### src/design/sgs_pkg.sv
`default_nettype none

package sgs_pkg;

  localparam int SAMPLE_WIDTH    = 16;
  localparam int RECIP_WIDTH     = 16;
  localparam int RECIP_FRAC_BITS = 8;
  localparam int SMOOTH_WIDTH    = 16;
  localparam int SLOPE_WIDTH     = 24;

  localparam int TAPS   = 11;
  localparam int HIST   = TAPS - 1;
  localparam int FILL_W = $clog2(HIST + 1);

  localparam int SW_W   = 8;
  localparam int DW_W   = 11;
  localparam int SSUM_W = SAMPLE_WIDTH + 11;
  localparam int DSUM_W = SAMPLE_WIDTH + 12;

  localparam int SMOOTH_DIV    = 429;
  // 5148 * 2^frac = 1287 * 2^(frac + 2)
  localparam int SLOPE_DIV_ODD = 1287;
  localparam int SL_SHIFT      = RECIP_FRAC_BITS + 2;

  typedef logic signed [SAMPLE_WIDTH-1:0] sample_t;
  typedef logic        [RECIP_WIDTH-1:0]  recip_t;
  typedef logic signed [SMOOTH_WIDTH-1:0] smooth_t;
  typedef logic signed [SLOPE_WIDTH-1:0]  slope_t;
  typedef logic signed [SW_W-1:0]         sw_t;
  typedef logic signed [DW_W-1:0]         dw_t;
  typedef logic signed [SSUM_W-1:0]       ssum_t;
  typedef logic signed [DSUM_W-1:0]       dsum_t;

  typedef struct packed {
    ssum_t ssum;
    dsum_t dsum;
    logic  full;
  } sums_t;

  localparam recip_t RECIP_RESET = RECIP_WIDTH'(1 << RECIP_FRAC_BITS);

  localparam smooth_t SMOOTH_MAX = {1'b0, {(SMOOTH_WIDTH-1){1'b1}}};
  localparam smooth_t SMOOTH_MIN = {1'b1, {(SMOOTH_WIDTH-1){1'b0}}};

  localparam sw_t SMOOTH_WGT [TAPS] = '{
    -8'sd36, 8'sd9, 8'sd44, 8'sd69, 8'sd84, 8'sd89,
    8'sd84, 8'sd69, 8'sd44, 8'sd9, -8'sd36
  };

  localparam dw_t SLOPE_WGT [TAPS] = '{
    11'sd300, -11'sd294, -11'sd532, -11'sd503, -11'sd296, 11'sd0,
    11'sd296, 11'sd503, 11'sd532, 11'sd294, -11'sd300
  };

endpackage

`default_nettype wire

### src/design/sgs_cell.sv
`default_nettype none

module sgs_cell (
  input  wire logic           clk,
  input  wire logic           rst_n,
  input  wire logic           en,
  input  wire sgs_pkg::sample_t sample,
  input  wire sgs_pkg::sw_t     w_s,
  input  wire sgs_pkg::dw_t     w_d,
  input  wire sgs_pkg::ssum_t   s_in,
  input  wire sgs_pkg::dsum_t   d_in,
  output sgs_pkg::ssum_t        s_out,
  output sgs_pkg::dsum_t        d_out
);
  import sgs_pkg::*;

  ssum_t s_r, s_nxt;
  dsum_t d_r, d_nxt;

  // partial sums of the transposed tap chain
  assign s_nxt = s_in + SSUM_W'(w_s) * SSUM_W'(sample);
  assign d_nxt = d_in + DSUM_W'(w_d) * DSUM_W'(sample);

  always_ff @(posedge clk) begin
    if (!rst_n) begin
      s_r <= '0;
      d_r <= '0;
    end else if (en) begin
      s_r <= s_nxt;
      d_r <= d_nxt;
    end
  end

  assign s_out = s_r;
  assign d_out = d_r;

endmodule

`default_nettype wire

### config.mk
export PLATFORM = sky130hd
export DESIGN_NAME = sgs_cell
export DESIGN_NICKNAME = d
export VERILOG_FILES = /design/src/design/sgs_pkg.sv /design/src/design/sgs_cell.sv
export SDC_FILE = /design/constraint.sdc
export NUM_CORES = 1
export LEC_CHECK = 0
export ABC_AREA = 1
export BUFFER_PORTS_ARGS = -buffer_cell sky130_fd_sc_hd__buf_2
export CORE_AREA = 2 2 145 218
export CTS_BUF_LIST = sky130_fd_sc_hd__clkbuf_8
export DETAILED_ROUTE_END_ITERATION = 10
export DIE_AREA = 0 0 147 220
export HOLD_SLACK_MARGIN = 0.15
export PLACE_DENSITY = 0.86
export SYNTH_ARGS = -nofsm -noshare
export SYNTH_HDL_FRONTEND = slang
export SYNTH_SLANG_ARGS = --single-unit
### constraint.sdc
create_clock -name clk -period 7 [get_ports clk]
set_input_delay 0.35 -clock clk [delete_from_list [all_inputs] [get_ports clk]]
set_output_delay 0.35 -clock clk [all_outputs]
set_load 0.01 [all_outputs]
Word-level counts from Yosys, hierarchy flattened
Cells that the tools add are included.

storage, ports and cells
  bits in registers = 55
  bits in latches = 0
  memory bits (writable) = 0
  ROM bits = 0
  word-level logic and storage cells = 6
  memories kept = 0

cells by class
  $add $sub $neg = 2
  multiply operators = 2
  divide/modulo/power cells = 0
  order comparisons = 0
  equal/unequal tests = 0
  shift operators = 0
  muxes and demuxes = 0
  bitwise logic cells = 0
  reductions and logical operators = 0

operators by type and width
  operator                                        number
  28-bit by 27-bit adder with 28-bit output       1
  27-bit by 24-bit adder with 27-bit output       1
  11-bit by 16-bit multiplier with 27-bit output  1
  8-bit by 16-bit multiplier with 24-bit output   1

Logic depth before layout (Yosys ltp)
  depth after elaboration = 2
  mapped depth = 27
  gate-level depth less buffers = 25

Least setup slack after synthesis
OpenSTA, ideal clock, no wires.

  path kind = in2reg
  start point = input sample[15]
  end point = register d_r[27], in the netlist d_out[27]
  data arrival time = 4.900 ns
  data required time = 6.891 ns
  slack = 1.991 ns
  cell stages on the path = 25
  buffers on the path = 2
  cell sequence = clkbuf_1 -> clkbuf_1 -> nand2_1 -> fa_1 -> inv_1 -> fa_1 -> inv_1 -> fa_1 -> inv_1 -> fa_1 -> inv_1 -> fa_1 -> inv_1 -> ha_1 -> nand2_2 -> nor2_1 -> nand3_1 -> nor2_1 -> nand2_1 -> nand3_2 -> inv_1 -> nand2_1 -> nand3_1 -> nand2_1 -> inv_1

between the ends
  word-level cells in the longest chain between the ends = 2

ends and longest elaborated chain
  what                                            line            source
  start: declaration                              sgs_cell.sv:7   input wire sgs_pkg::sample_t sample,
  11-bit by 16-bit multiplier with 27-bit output  sgs_cell.sv:22  assign d_nxt = d_in + DSUM_W'(w_d) * DSUM_W'(sample);
  28-bit by 27-bit adder with 28-bit output       sgs_cell.sv:22
  end signal: assignment                          sgs_cell.sv:30  d_r <= d_nxt;
  end: declaration                                sgs_cell.sv:18  dsum_t d_r, d_nxt;

Every way passes these cells.
A chain may end at the register's enable or synchronous reset.

Final worst setup path
  start point = input w_d[0]
  end point = register d_r[23], in the netlist d_out[23]

between the ends
  word-level cells in the longest chain between the ends = 2

ends and longest elaborated chain
  what                                            line            source
  start: declaration                              sgs_cell.sv:9   input wire sgs_pkg::dw_t w_d,
  11-bit by 16-bit multiplier with 27-bit output  sgs_cell.sv:22
  28-bit by 27-bit adder with 28-bit output       sgs_cell.sv:22

Every way passes these cells.

==> flow_metrics.tcl <==
set metrics [dict create \
    outcome "completed" \
    hold_viol 0 \
    pre_cts_ws_ns 1.22 \
    drt-pass1-iter-count 5 \
    fin_worst_skew_ns 0 \
    num_rows 79 \
    cp.required_ns 7.25 \
    area_delta_synth_final_pct 6.28 \
    fp.dieW_um 147 \
    die_h_um 220 \
    cts_max_path_buffers 2 \
    syn_nets 2803 \
    cts_setup_buffers 0 \
    seq_area_frac_synth 0.0665 \
    coreArea_mm2 0.0306 \
    place.gp.congestion 0.960 \
    syn_area_mm2 0.0166 \
    worstMarginPinSlew_ns 0.776 \
    ys_warn_count 0 \
    crit_fanout 16 \
    nets 2872 \
    drv_slew 0 \
    start_util 0.540 \
    syn_inst 2246 \
    max_slew_margin 0.483 \
    synth_area_per_cell_um2 7.37 \
    ys_ff_latch 55 \
    start_kind "input pin" \
    avgViaCountPerCell 5.15 \
    via_count 14052 \
    cp_slowest_cell "inv_1" \
    critPathCaptureType "flop" \
    root_buffer "clkbuf_8" \
    holdCritPathClass "input pin to flop" \
    path_class "input pin to flop" \
    grt_overflow 0 \
    critPathMaxStageDelay_ns 0.59 \
    grt_start_max_net_pins 47 \
    rsz0062_at_grt "false" \
    clock_sink_count 55 \
    period_minus_slack_ns 5.48 \
    cts_hold_buffers 0 \
    cts_buffers 5 \
    synth_top_area_frac 0.404 \
    cap_viol_max_count 0 \
    htree_levels 2 \
    clock_latency_ns 0.34 \
    cp_common_cell "inv_1" \
    antenna_found_initial 8 \
    dieArea_mm2 0.0323 \
    drc 0 \
    synth-edff-count 0 \
    timing.fmax_mhz 182 \
    yosys-top-cells-area "fa_1 40%, inv_1 15%, nand2_1 12%" \
    grt_pass1_vias 15492 \
    most-common-layout-cells "665 x inv_1, 533 x nand2_1, 334 x fa_1, 177 x nor2_1, 147 x buf_2" \
    synth_largest_area_cell "fa_1" \
    cts.clk_slew.worst_paths_ns 0.11 \
    grt_pass1_wl_mm 72.9 \
    synthArstFlopShare 0 \
    drt_iter0_drc 743 \
    crit_chain "buf_2, nand2_1, inv_1, fa_1, ha_1, inv_1, fa_1, inv_1, fa_1, inv_1, fa_1, inv_1, ha_1, nand2_1, inv_1, nand2_1, nor2_2, nand4_1, nand4_1, nand3_1, nand2_1, inv_1" \
    final_common_cell "inv_1" \
    cts-resized-gates 0 \
    ios 148 \
    grt_usage 0.287 \
    min_period_over_period 0.783 \
    tritoncts "built" \
    setup_tns_ns 0 \
    setup_violations 0 \
    hpwlAfterDp_mm 38.3 \
    synthFlopType "dfxtp_1" \
    wl_mm 44.5 \
    drtAntennaViolNets 0 \
    arrival_ns 5.73 \
    port_buffers 147 \
    avgRoutedWirePerCell_um 16.3 \
    synth_cell_types 36 \
    setup_slack_ns 1.52 \
    layout-drive-gt1-share 0.0915 \
]
layout make-up:
type | instances | area, um2
antenna | 6 | 15.0
clock buffer | 6 | 82.6
clock inverter | 2 | 35.0
fill | 2752 | 13000
inverter | 670 | 2510
multi-input combinational | 1434 | 12600
sequential | 55 | 1100
tap | 405 | 507
timing repair buffer | 149 | 751
synthesized netlist by cell type (2+ instances only):
master	count
or2_2	3
nand2_1	533
o21ai_0	39
fa_1	334
nand2_2	19
nand3_1	60
o211ai_1	2
nand4_1	14
nor2_2	5
and2_1	5
o21bai_1	9
ha_1	130
buf_2	5
nand3_2	6
o21ai_1	12
dfxtp_1	55
nand3b_1	2
a21oi_2	4
a21oi_1	39
nand2b_1	2
buf_1	2
nor2_1	177
clkbuf_1	78
xnor2_1	6
nor3_2	3
nor2_4	7
inv_2	5
inv_1	665
xor2_1	15
a21o_1	4
worst max-delay path, delay by kind of cell:
kind | cells | cell delay (ns)
adders and majority gates | 6 | 2.81
buffers and inverters | 8 | 1.32
and+or+nand+nor | 8 | 1.24
worst paths after layout:
check                                from         to  slack, ns  depth (start not counted)
worst max-delay path               w_d[0]  d_out[23]       1.52                         22
worst min-delay path              s_in[0]   s_out[0]       0.38                          4
worst max register to register  d_out[27]  d_out[27]       6.18                          4
worst min register to register  s_out[13]  s_out[13]       0.50                          2
per-layer routing:
metal	GRT usage	routed length, um	vias up
met2	0.559	24600	531
met4	0.195	3630	4
met5	0	29	-
li1	-	-	6498
met3	0.0354	1910	242
met1	0.279	14400	6777
registers in the layout, indices dropped and copies added, names as in the netlist:
signal  flops
s_out      27
d_out      28
stage by stage:
stage	std cells	instance area, um2	hold WS, ns	utilization
final	2727	17600	0.380	0.574
after floorplan	2246	16600	0.486	-
after global routing	2726	17600	0.398	0.574
after CTS	2721	17600	0.367	0.574
after detailed placement	2713	17500	0.474	0.570
after global placement	2713	17500	0.461	0.570
logic make-up (layout without fill, tap and decap cells):
kind of cell / after synthesis / count (layout) / synth area share
adder cells (fa/ha/maj): 464 / 464 / 0.502
flip-flops: 55 / 55 / 0.0665
AND/OR/NAND/NOR: 837 / 837 / 0.209
AO/OA/AOI/OAI: 112 / 112 / 0.0383
XOR/XNOR: 21 / 21 / 0.0111
other: 0 / 6 / 0
buffers and inverters: 757 / 827 / 0.173
Power is left out: the tool's default activity adds up to more than one toggle a clock period on the data nets, which glitch-free logic cannot reach.
