===== src/design/sgs_pkg.sv =====
`default_nettype none

package sgs_pkg;

  localparam int SAMPLE_WIDTH    = 16;
  localparam int RECIP_WIDTH     = 16;
  localparam int RECIP_FRAC_BITS = 8;
  localparam int SMOOTH_WIDTH    = 16;
  localparam int SLOPE_WIDTH     = 24;

  localparam int TAPS   = 11;
  localparam int HIST   = TAPS - 1;
  localparam int FILL_W = $clog2(HIST + 1);

  localparam int SW_W   = 8;
  localparam int DW_W   = 11;
  localparam int SSUM_W = SAMPLE_WIDTH + 11;
  localparam int DSUM_W = SAMPLE_WIDTH + 12;

  localparam int SMOOTH_DIV    = 429;
  // 5148 * 2^frac = 1287 * 2^(frac + 2)
  localparam int SLOPE_DIV_ODD = 1287;
  localparam int SL_SHIFT      = RECIP_FRAC_BITS + 2;

  typedef logic signed [SAMPLE_WIDTH-1:0] sample_t;
  typedef logic        [RECIP_WIDTH-1:0]  recip_t;
  typedef logic signed [SMOOTH_WIDTH-1:0] smooth_t;
  typedef logic signed [SLOPE_WIDTH-1:0]  slope_t;
  typedef logic signed [SW_W-1:0]         sw_t;
  typedef logic signed [DW_W-1:0]         dw_t;
  typedef logic signed [SSUM_W-1:0]       ssum_t;
  typedef logic signed [DSUM_W-1:0]       dsum_t;

  typedef struct packed {
    ssum_t ssum;
    dsum_t dsum;
    logic  full;
  } sums_t;

  localparam recip_t RECIP_RESET = RECIP_WIDTH'(1 << RECIP_FRAC_BITS);

  localparam smooth_t SMOOTH_MAX = {1'b0, {(SMOOTH_WIDTH-1){1'b1}}};
  localparam smooth_t SMOOTH_MIN = {1'b1, {(SMOOTH_WIDTH-1){1'b0}}};

  localparam sw_t SMOOTH_WGT [TAPS] = '{
    -8'sd36, 8'sd9, 8'sd44, 8'sd69, 8'sd84, 8'sd89,
    8'sd84, 8'sd69, 8'sd44, 8'sd9, -8'sd36
  };

  localparam dw_t SLOPE_WGT [TAPS] = '{
    11'sd300, -11'sd294, -11'sd532, -11'sd503, -11'sd296, 11'sd0,
    11'sd296, 11'sd503, 11'sd532, 11'sd294, -11'sd300
  };

endpackage

`default_nettype wire


===== src/design/sgs_out_if.sv =====
`default_nettype none

interface sgs_out_if;
  import sgs_pkg::*;

  logic    valid;
  logic    ready;
  smooth_t smoothed;
  slope_t  slope;
  logic    window_full;

  modport source (output valid, output smoothed, output slope, output window_full,
                  input ready);
  modport sink (input valid, input smoothed, input slope, input window_full,
                output ready);
endinterface

`default_nettype wire


===== src/design/sgs_post.sv =====
`default_nettype none

module sgs_post (
  input  wire logic            clk,
  input  wire logic            rst_n,
  input  wire logic            take,
  output logic                 ready,
  input  wire sgs_pkg::sums_t  sums,
  input  wire sgs_pkg::recip_t recip,
  sgs_out_if.source            out_ch
);
  import sgs_pkg::*;

  localparam int NSTG     = 7;
  localparam int SMAG_W   = 25;
  localparam int SQ_W     = 17;
  localparam int SM_K     = 25;
  localparam int SM_RECIP = 78215;
  localparam int SM_PW    = SMAG_W + 17;
  localparam int PROD_W   = DSUM_W + RECIP_WIDTH + 1;
  localparam int SL_HALF  = SLOPE_DIV_ODD << (SL_SHIFT - 1);
  localparam int U_W      = 33;
  localparam int UL_W     = 17;
  localparam int UH_W     = U_W - UL_W;
  localparam int QH_W     = 6;
  localparam int QH_K     = 16;
  localparam int QH_RECIP = 50;
  localparam int QHP_W    = UH_W + 6;
  localparam int RH_W     = 11;
  localparam int V_W      = RH_W + UL_W;
  localparam int QL_W     = 17;
  localparam int QL_K     = 28;
  localparam int QL_RECIP = 208574;
  localparam int QLP_W    = V_W + 18;
  localparam int Q_W      = QH_W + QL_W;

  logic [NSTG-1:0] v_r;
  logic [NSTG-1:0] adv;

  // stage registers
  sums_t                   s0_r;
  logic [SMAG_W-1:0]       s1_smag_r;
  logic                    s1_sneg_r;
  logic signed [PROD_W-1:0] s1_prod_r;
  logic                    s1_full_r;
  logic [SQ_W-1:0]         s2_sq0_r;
  logic [SMAG_W-1:0]       s2_smag_r;
  logic                    s2_sneg_r;
  logic [U_W-1:0]          s2_u_r;
  logic                    s2_dneg_r;
  logic                    s2_full_r;
  smooth_t                 s3_sm_r;
  logic [QH_W-1:0]         s3_qh0_r;
  logic [UH_W-1:0]         s3_uh_r;
  logic [UL_W-1:0]         s3_ul_r;
  logic                    s3_dneg_r;
  logic                    s3_full_r;
  smooth_t                 s4_sm_r;
  logic [QH_W-1:0]         s4_qh_r;
  logic [V_W-1:0]          s4_v_r;
  logic                    s4_dneg_r;
  logic                    s4_full_r;
  smooth_t                 s5_sm_r;
  logic [QH_W-1:0]         s5_qh_r;
  logic [QL_W-1:0]         s5_ql0_r;
  logic [V_W-1:0]          s5_v_r;
  logic                    s5_dneg_r;
  logic                    s5_full_r;
  smooth_t                 out_sm_r;
  slope_t                  out_sl_r;
  logic                    out_full_r;

  // next values
  logic [SSUM_W-1:0]        ssum_abs;
  logic [SMAG_W-1:0]        smag_nxt;
  logic signed [RECIP_WIDTH:0] recip_s;
  logic signed [PROD_W-1:0] prod_nxt;
  logic [SM_PW-1:0]         sm_est;
  logic [SQ_W-1:0]          sq0_nxt;
  logic [PROD_W-1:0]        prod_abs;
  logic [PROD_W-1:0]        prod_rnd;
  logic [U_W-1:0]           u_nxt;
  logic [SMAG_W-1:0]        sq_mul;
  logic [SMAG_W-1:0]        sm_rem;
  logic [SQ_W-1:0]          sm_q;
  logic [SQ_W-1:0]          sm_qneg;
  smooth_t                  sm_nxt;
  logic [QHP_W-1:0]         qh_est;
  logic [QH_W-1:0]          qh0_nxt;
  logic [UH_W-1:0]          qh_mul;
  logic [UH_W-1:0]          rh0;
  logic [UH_W-1:0]          rh;
  logic [QH_W-1:0]          qh_nxt;
  logic [V_W-1:0]           v_nxt;
  logic [QLP_W-1:0]         ql_est;
  logic [QL_W-1:0]          ql0_nxt;
  logic [V_W-1:0]           ql_mul;
  logic [V_W-1:0]           rl;
  logic [QL_W-1:0]          ql;
  logic [Q_W-1:0]           q_slope;
  slope_t                   sl_nxt;

  // stall chain, a stage moves when it is empty or the next one moves
  always_comb begin
    adv[NSTG-1] = !v_r[NSTG-1] || out_ch.ready;
    for (int k = NSTG - 2; k >= 0; k--) begin
      adv[k] = !v_r[k] || adv[k+1];
    end
  end

  assign ready = adv[0];

  always_ff @(posedge clk) begin
    if (!rst_n) begin
      v_r <= '0;
    end else begin
      if (adv[0]) begin
        v_r[0] <= take;
      end
      for (int k = 1; k < NSTG; k++) begin
        if (adv[k]) begin
          v_r[k] <= v_r[k-1];
        end
      end
    end
  end

  // smoothing magnitude and slope product
  always_comb begin
    ssum_abs = s0_r.ssum[SSUM_W-1] ? -s0_r.ssum : s0_r.ssum;
    smag_nxt = SMAG_W'(ssum_abs) + SMAG_W'(SMOOTH_DIV / 2);
    recip_s  = {1'b0, recip};
    prod_nxt = PROD_W'(s0_r.dsum) * PROD_W'(recip_s);
  end

  // smoothed reciprocal estimate, slope rounding offset and first scaling
  always_comb begin
    sm_est   = SM_PW'(s1_smag_r) * SM_PW'(SM_RECIP);
    sq0_nxt  = sm_est[SM_K +: SQ_W];
    prod_abs = s1_prod_r[PROD_W-1] ? -s1_prod_r : s1_prod_r;
    prod_rnd = prod_abs + PROD_W'(SL_HALF);
    u_nxt    = prod_rnd[SL_SHIFT +: U_W];
  end

  // smoothed correction and saturation, upper slope quotient estimate
  always_comb begin
    sq_mul  = SMAG_W'(s2_sq0_r) * SMAG_W'(SMOOTH_DIV);
    sm_rem  = s2_smag_r - sq_mul;
    sm_q    = (sm_rem >= SMAG_W'(SMOOTH_DIV)) ? s2_sq0_r + SQ_W'(1) : s2_sq0_r;
    sm_qneg = -sm_q;
    if (s2_sneg_r) begin
      sm_nxt = (sm_q > SQ_W'(1 << (SMOOTH_WIDTH - 1))) ? SMOOTH_MIN
                                                       : sm_qneg[SMOOTH_WIDTH-1:0];
    end else begin
      sm_nxt = (sm_q > SQ_W'(SMOOTH_MAX)) ? SMOOTH_MAX : sm_q[SMOOTH_WIDTH-1:0];
    end
    qh_est  = QHP_W'(s2_u_r[U_W-1 -: UH_W]) * QHP_W'(QH_RECIP);
    qh0_nxt = qh_est[QH_K +: QH_W];
  end

  // upper quotient correction
  always_comb begin
    qh_mul = UH_W'(s3_qh0_r) * UH_W'(SLOPE_DIV_ODD);
    rh0    = s3_uh_r - qh_mul;
    if (rh0 >= UH_W'(SLOPE_DIV_ODD)) begin
      qh_nxt = s3_qh0_r + QH_W'(1);
      rh     = rh0 - UH_W'(SLOPE_DIV_ODD);
    end else begin
      qh_nxt = s3_qh0_r;
      rh     = rh0;
    end
    v_nxt = {rh[RH_W-1:0], s3_ul_r};
  end

  // lower quotient estimate
  always_comb begin
    ql_est  = QLP_W'(s4_v_r) * QLP_W'(QL_RECIP);
    ql0_nxt = ql_est[QL_K +: QL_W];
  end

  // lower quotient correction and sign
  always_comb begin
    ql_mul  = V_W'(s5_ql0_r) * V_W'(SLOPE_DIV_ODD);
    rl      = s5_v_r - ql_mul;
    ql      = (rl >= V_W'(SLOPE_DIV_ODD)) ? s5_ql0_r + QL_W'(1) : s5_ql0_r;
    q_slope = {s5_qh_r, ql};
    sl_nxt  = s5_dneg_r ? -SLOPE_WIDTH'(q_slope) : SLOPE_WIDTH'(q_slope);
  end

  always_ff @(posedge clk) begin
    if (adv[0]) begin
      s0_r <= sums;
    end
    if (adv[1]) begin
      s1_smag_r <= smag_nxt;
      s1_sneg_r <= s0_r.ssum[SSUM_W-1];
      s1_prod_r <= prod_nxt;
      s1_full_r <= s0_r.full;
    end
    if (adv[2]) begin
      s2_sq0_r  <= sq0_nxt;
      s2_smag_r <= s1_smag_r;
      s2_sneg_r <= s1_sneg_r;
      s2_u_r    <= u_nxt;
      s2_dneg_r <= s1_prod_r[PROD_W-1];
      s2_full_r <= s1_full_r;
    end
    if (adv[3]) begin
      s3_sm_r   <= sm_nxt;
      s3_qh0_r  <= qh0_nxt;
      s3_uh_r   <= s2_u_r[U_W-1 -: UH_W];
      s3_ul_r   <= s2_u_r[UL_W-1:0];
      s3_dneg_r <= s2_dneg_r;
      s3_full_r <= s2_full_r;
    end
    if (adv[4]) begin
      s4_sm_r   <= s3_sm_r;
      s4_qh_r   <= qh_nxt;
      s4_v_r    <= v_nxt;
      s4_dneg_r <= s3_dneg_r;
      s4_full_r <= s3_full_r;
    end
    if (adv[5]) begin
      s5_sm_r   <= s4_sm_r;
      s5_qh_r   <= s4_qh_r;
      s5_ql0_r  <= ql0_nxt;
      s5_v_r    <= s4_v_r;
      s5_dneg_r <= s4_dneg_r;
      s5_full_r <= s4_full_r;
    end
    if (adv[6]) begin
      out_sm_r   <= s5_sm_r;
      out_sl_r   <= sl_nxt;
      out_full_r <= s5_full_r;
    end
  end

  assign out_ch.valid       = v_r[NSTG-1];
  assign out_ch.smoothed    = out_sm_r;
  assign out_ch.slope       = out_sl_r;
  assign out_ch.window_full = out_full_r;

endmodule

`default_nettype wire


===== src/flat_wrapper.sv =====
// flat-port wrapper written by rule: the top's interface ports become plain ports
module sgs_post_flat import sgs_pkg::*;
  (clk, rst_n, take, ready, sums, recip, out_ch_valid, out_ch_smoothed, out_ch_slope, out_ch_window_full, out_ch_ready);
  sgs_out_if out_ch_i ();
  input  wire logic clk;
  input  wire logic rst_n;
  input  wire logic take;
  output logic ready;
  input  wire sgs_pkg::sums_t sums;
  input  wire sgs_pkg::recip_t recip;
  output wire logic [$bits(out_ch_i.valid)-1:0] out_ch_valid;
  output wire logic [$bits(out_ch_i.smoothed)-1:0] out_ch_smoothed;
  output wire logic [$bits(out_ch_i.slope)-1:0] out_ch_slope;
  output wire logic [$bits(out_ch_i.window_full)-1:0] out_ch_window_full;
  input wire logic [$bits(out_ch_i.ready)-1:0] out_ch_ready;
  assign out_ch_valid = out_ch_i.valid;
  assign out_ch_smoothed = out_ch_i.smoothed;
  assign out_ch_slope = out_ch_i.slope;
  assign out_ch_window_full = out_ch_i.window_full;
  assign out_ch_i.ready = out_ch_ready;
  sgs_post u_core (.clk(clk), .rst_n(rst_n), .take(take), .ready(ready), .sums(sums), .recip(recip), .out_ch(out_ch_i));
endmodule

===== config.mk =====
export PLATFORM = sky130hd
export DESIGN_NAME = sgs_post_flat
export DESIGN_NICKNAME = d
export VERILOG_FILES = /design/src/design/sgs_pkg.sv /design/src/design/sgs_out_if.sv /design/src/design/sgs_post.sv /design/src/flat_wrapper.sv
export SDC_FILE = /design/constraint.sdc
export NUM_CORES = 2
export LEC_CHECK = 0
export BUFFER_PORTS_ARGS = -buffer_cell sky130_fd_sc_hd__buf_2
export CAP_MARGIN = 20
export CORE_MARGIN = 2
export CORE_UTILIZATION = 65
export CTS_BUF_LIST = sky130_fd_sc_hd__clkbuf_2
export DETAILED_ROUTE_END_ITERATION = 10
export GPL_ROUTABILITY_DRIVEN = 0
export GPL_TIMING_DRIVEN = 0
export PLACE_DENSITY = 0.82
export SYNTH_ARGS = -nofsm -noshare
export SYNTH_HDL_FRONTEND = slang
export SYNTH_SLANG_ARGS = --single-unit

===== constraint.sdc =====
create_clock -name clk -period 9.6 [get_ports clk]
set_input_delay 1.92 -clock clk [delete_from_list [all_inputs] [get_ports clk]]
set_output_delay 1.92 -clock clk [all_outputs]
set_load 0.01 [all_outputs]

==> After elaboration in Yosys (flattened, before gate mapping) <==
Index checks and enable logic that the tools add are counted.
{ "totals": {"out_inout_bits": 43, "elab_cells": 90, "input_bits": 76, "ff_bits": 432} }
{ "op_classes": {"addsub": 13, "multipliers": 7, "magnitude_cmp": 5, "muxes": 10, "n_reduce_logical": 14} }
{ "op_table": {"columns": ["op", "count"], "rows": [
  ["$mux 16", 3],
  ["$mul 28x17->45", 1],
  ["$mul 28x17->44 const B", 1],
  ["$add 43x20->43 const B", 1],
  ["$mux 43", 1],
  ["$neg 43->43", 1],
  ["$mul 25x17->42 const B", 1],
  ["$add 17x1->17 const B", 2],
  ["$mux 17", 2],
  ["$ge 28x11->1 const B", 1],
  ["$mul 17x11->28 const B", 1],
  ["$sub 28x28->28", 1],
  ["$add 25x8->25 const B", 1],
  ["$ge 25x9->1 const B", 1],
  ["$mul 17x9->25 const B", 1],
  ["$mux 25", 1],
  ["$neg 25->25", 1],
  ["$sub 25x25->25", 1],
  ["$neg 23->24", 1],
  ["$mux 23", 1],
  ["$mul 16x5->21 const B", 1],
  ["$gt 17x15->1 const B", 1],
  ["$gt 17x16->1 const B", 1],
  ["$ge 16x11->1 const B", 1],
  ["9 further kinds", 21]
]} }

==> Longest topological paths before layout <==
{ "logic_depth": {"depth_word": 8, "depth_mapped": 29, "ltp_nobuf": 27} }

==> Worst setup path before layout <==
Ideal clock, no wire load.
{ "synth_path": {"path_kind": "in2reg", "from": "input port recip[7]", "to": "register u_core.s1_prod_r[44] (data pin)", "slack_ns": 0.645, "n_path_buf": 2, "cell_stages": 29, "required_ns": 9.340, "arrival_ns": 8.695, "cell_sequence": "clkbuf_1 > buf_1 > nand2_1 > fa_1 > inv_1 > fa_1 > inv_1 > fa_1 > inv_1 > fa_1 > inv_1 > fa_1 > inv_1 > fa_1 > ha_1 > a21o_1 > a21o_1 > a21o_1 > a211o_1 > o211ai_1 > o211a_1 > a21oi_1 > a211oi_1 > o41ai_1 > a211oi_1 > nor2_1 > a221oi_1 > o21ai_0 > xnor2_1"} }
{ "synth_between": {"elab_chain_cells": 1} }
{ "synth_lines": {"columns": ["item", "line", "rtl"], "rows": [
  ["start, declared", "flat_wrapper.sv:10", "input wire sgs_pkg::recip_t recip;"],
  ["$mul 28x17->45", "sgs_post.sv:133", "prod_nxt = PROD_W'(s0_r.dsum) * PROD_W'(recip_s);"],
  ["net u_core.prod_nxt[44]", "sgs_post.sv:77", "logic signed [PROD_W-1:0] prod_nxt;"],
  ["end signal, assigned", "sgs_post.sv:197", "s1_prod_r <= prod_nxt;"],
  ["end, declared", "sgs_post.sv:44", "logic signed [PROD_W-1:0] s1_prod_r;"]
]} }
The timed path passes the listed nets, and every way through them passes these cells.
A chain may end at the register's enable or synchronous reset.

==> Final worst setup path <==
{ "layout_path": {"from": "input port recip[8]", "to": "register u_core.s1_prod_r[44] (data pin)"} }
The elaborated chain is that of the path after synthesis.

==> flow_metrics.env <==
export IMPL_status="complete, no violations"
export IMPL_antenna_found_initial=3
export IMPL_synth_common_cells="1496 x inv_1, 931 x fa_1, 782 x ha_1"
export IMPL_cpMostUsedCell="fa_1"
export IMPL_synthArstFlopShare=0
export IMPL_io_buffers=106
export IMPL_cp_max_fo=10
export IMPL_synth_nets=7728
export IMPL_grt_usage=0.2801
export IMPL_fmax_ghz=0.1094
export IMPL_r2r_cells=28
export IMPL_netlist_top_cells_area="fa_1 31%, edfxtp_1 21%, ha_1 16%"
export IMPL_drcViolationCount=0
export IMPL_setup_violations=0
export IMPL_relSlewSlack=0.3326
export IMPL_synth_warnings=0
export IMPL_rsz0062_at_grt="no"
export IMPL_worst_pin_slew_ns=0.9882
export IMPL_clk_pin_slew_worst_paths_ns=0.13
export IMPL_core_area_sq_mm=0.09194
export IMPL_synth_most_common_cell="inv_1"
export IMPL_grt_start_max_net_pins=79
export IMPL_grt_pass1_wl_um=213500
export IMPL_min_from="u_core.s4_qh_r[3]"
export IMPL_via_count=41330
export IMPL_syn_instance_count=5939
export IMPL_critPathArrivalTime_ns=10.13
export IMPL_path_class="in2reg"
export IMPL_die_w_um=309.2
export IMPL_cts_made_buffers=109
export IMPL_synth_edff_count=423
export IMPL_die_area_sq_mm=0.09562
export IMPL_hold_violations=0
export IMPL_hold_path_end="u_core.s5_qh_r[3]"
export IMPL_maxCapViolCount=0
export IMPL_hold_depth=0
export IMPL_fin_cells=7496
export IMPL_initial_utilization=0.6587
export IMPL_synth_seq_cells=430
export IMPL_cpPeakStageDelay_ns=0.93
export IMPL_dp_cells=7291
export IMPL_chipHeight_um=309.2
export IMPL_ios=119
export IMPL_clkSinkCount=430
export IMPL_synth_area_sq_mm=0.06056
export IMPL_start_kind="input port"
export IMPL_vias_per_cell=5.513
export IMPL_r2r_end="u_core.s1_prod_r[44]"
export IMPL_first_global_vias=44230
export IMPL_ys_flop_type="edfxtp_1"
export IMPL_drt_wl_total_um=127200
export IMPL_drtIter0Drc=2826
export IMPL_wl_per_cell_um=16.97
export IMPL_htree_levels=3
export IMPL_layout_drive_gt1_share=0.05647
export IMPL_hpwlAfterDp_um=107600
export IMPL_rrSetupSlack_ns=1.12
export IMPL_yosysTopAreaCell="fa_1"
export IMPL_finish_instance_area_sq_mm=0.06387
export IMPL_worstPathRequired_ns=10.59
export IMPL_clock_latency_ns=1.27
export IMPL_ctsLongestPathBuffers=3
export IMPL_period_share=0.9517
export IMPL_cts_root_buffer="clkbuf_2"
export IMPL_skew_ns=0.1132
export IMPL_synth_top_area_frac=0.3078
export IMPL_grt_ovfl_total=0
export IMPL_nets=7948
export IMPL_num_rows=111
export IMPL_worstReg2RegStart="u_core.s0_r[6]"
export IMPL_maxSlewViolCount=0
export IMPL_dpl_instance_area_sq_mm=0.06272
export IMPL_antenna_left=0
export IMPL_hold_path_class="reg2reg"
export IMPL_area_growth_pct=5.473
export IMPL_cts_setup_buffers=0
export IMPL_cts_resized=0
export IMPL_synth_seq_area_share=0.2121
export IMPL_end_kind="flip-flop"
export IMPL_cts_tree="yes"
export IMPL_first_pass_iters=5
export IMPL_hold_buffers=0
export IMPL_yosysUniqueCellTypes=96
export IMPL_syn_avg_cell_area_sq_um=10.20
export IMPL_crit_slowest_cell="o41ai_1"
export IMPL_post_route_min_period_ns=9.137
==> cell families after synthesis <==
family | synth area share
flops | 0.2121
simple gates | 0.09537
fa+ha+maj | 0.4693
buf+inv | 0.1010
xor+xnor | 0.04180
mux | 0.003822
compound gates | 0.07657
==> through the flow <==
stage | utilization | setup WS [ns] | setup TNS, ns | hold WS, ns
2_1_floorplan | - | 0.6448 | 0 | 0.4003
3_3_place_gp | 0.6813 | -0.4747 | -1.578 | 0.4010
3_5_place_dp | 0.6822 | -0.6094 | -3.041 | 0.4045
4_1_cts | 0.6946 | 0.8066 | 0 | 0.4008
5_1_grt | 0.6947 | 0.1937 | 0 | 0.4163
6_report | 0.6947 | 0.4632 | 0 | 0.4070
==> layout by cell type, fill, tap and decap left out, types with 9 or more instances in the layout <==
cell type / n
clkbuf_2: 150
edfxtp_1: 423
o21a_1: 57
clkinv_1: 31
nor3_1: 66
buf_1: 15
or3_1: 31
or2_2: 17
o211ai_1: 12
a31oi_1: 23
ha_1: 782
mux2i_1: 13
nor2b_1: 32
fa_1: 931
clkinv_2: 12
clkbuf_1: 105
o2111ai_1: 13
nor4_1: 14
and2_1: 196
nor2_1: 192
o22ai_1: 11
o21ai_0: 140
or4_1: 11
nand4_1: 24
and3_1: 31
nand3_1: 39
xor2_1: 94
inv_1: 1492
o21bai_1: 16
buf_2: 113
a21o_1: 90
xnor2_1: 195
nand2_1: 441
nand2b_1: 30
a21boi_0: 9
a211oi_1: 20
a21oi_1: 154
o31ai_1: 27
a22oi_1: 11
==> critical path, delay by kind of cell <==
family / cells / cell delay [ns]
xor gates and xnor gates: 1 / 0.09
and+or+nand+nor: 2 / 0.42
AOI/OAI and AO/OA: 12 / 2.91
adders and majority gates: 7 / 3.43
buffers and inverters: 7 / 1.34
==> worst max path at each step <==
stage               slack (ns)  depth (start not counted)     start              endpoint
floorplan                 0.64                         29  recip[7]  u_core.s1_prod_r[44]
global placement         -0.47                         29  recip[7]  u_core.s1_prod_r[44]
CTS                       0.81                         29  recip[7]  u_core.s1_prod_r[44]
finish                    0.46                         29  recip[8]  u_core.s1_prod_r[44]
detailed placement       -0.61                         29  recip[7]  u_core.s1_prod_r[44]
global route              0.19                         29  recip[8]  u_core.s1_prod_r[44]
==> state kept, by name (all words and copies together) (netlist names), 6 cells and up <==
register / flops
u_core.s2_u_r: 33
u_core.s2_smag_r: 25
u_core.s5_sm_r: 16
u_core.s5_qh_r: 6
u_core.out_ch.smoothed: 16
u_core.out_ch.slope: 24
u_core.s0_r: 55
u_core.s3_ul_r: 17
u_core.s4_v_r: 28
u_core.s2_sq0_r: 17
u_core.s3_sm_r: 16
u_core.s3_uh_r: 16
u_core.s3_qh0_r: 6
u_core.s4_qh_r: 6
u_core.v_r: 7
u_core.s1_prod_r: 44
u_core.s5_ql0_r: 17
u_core.s5_v_r: 28
u_core.s4_sm_r: 16
u_core.s1_smag_r: 25
==> routing by layer <==
layer  global-route usage  share of wire  up-vias
li1                     -              -    19390
met1               0.3628           0.41    20140
met2               0.4750           0.48     1447
met3              0.04263          0.071      345
met4               0.1136          0.040        6
met5                    0        0.00020        -
==> final cells by class <==
| type | count | area (sq um) |
|---|---|---|
| Timing Repair Buffer | 109 | 590.6 |
| Inverter | 1497 | 5622 |
| Buffer | 129 | 498.0 |
| Sequential cell | 430 | 12840 |
| Fill cell | 6681 | 28070 |
| Antenna cell | 2 | 5.005 |
| Multi-Input combinational cell | 3883 | 41610 |
| Clock inverter | 54 | 397.9 |
| Clock buffer | 149 | 745.7 |
| Tap cell | 1243 | 1555 |
Power is left out: the tool's default activity adds up to more than one toggle a clock period on the data nets, which glitch-free logic cannot reach.
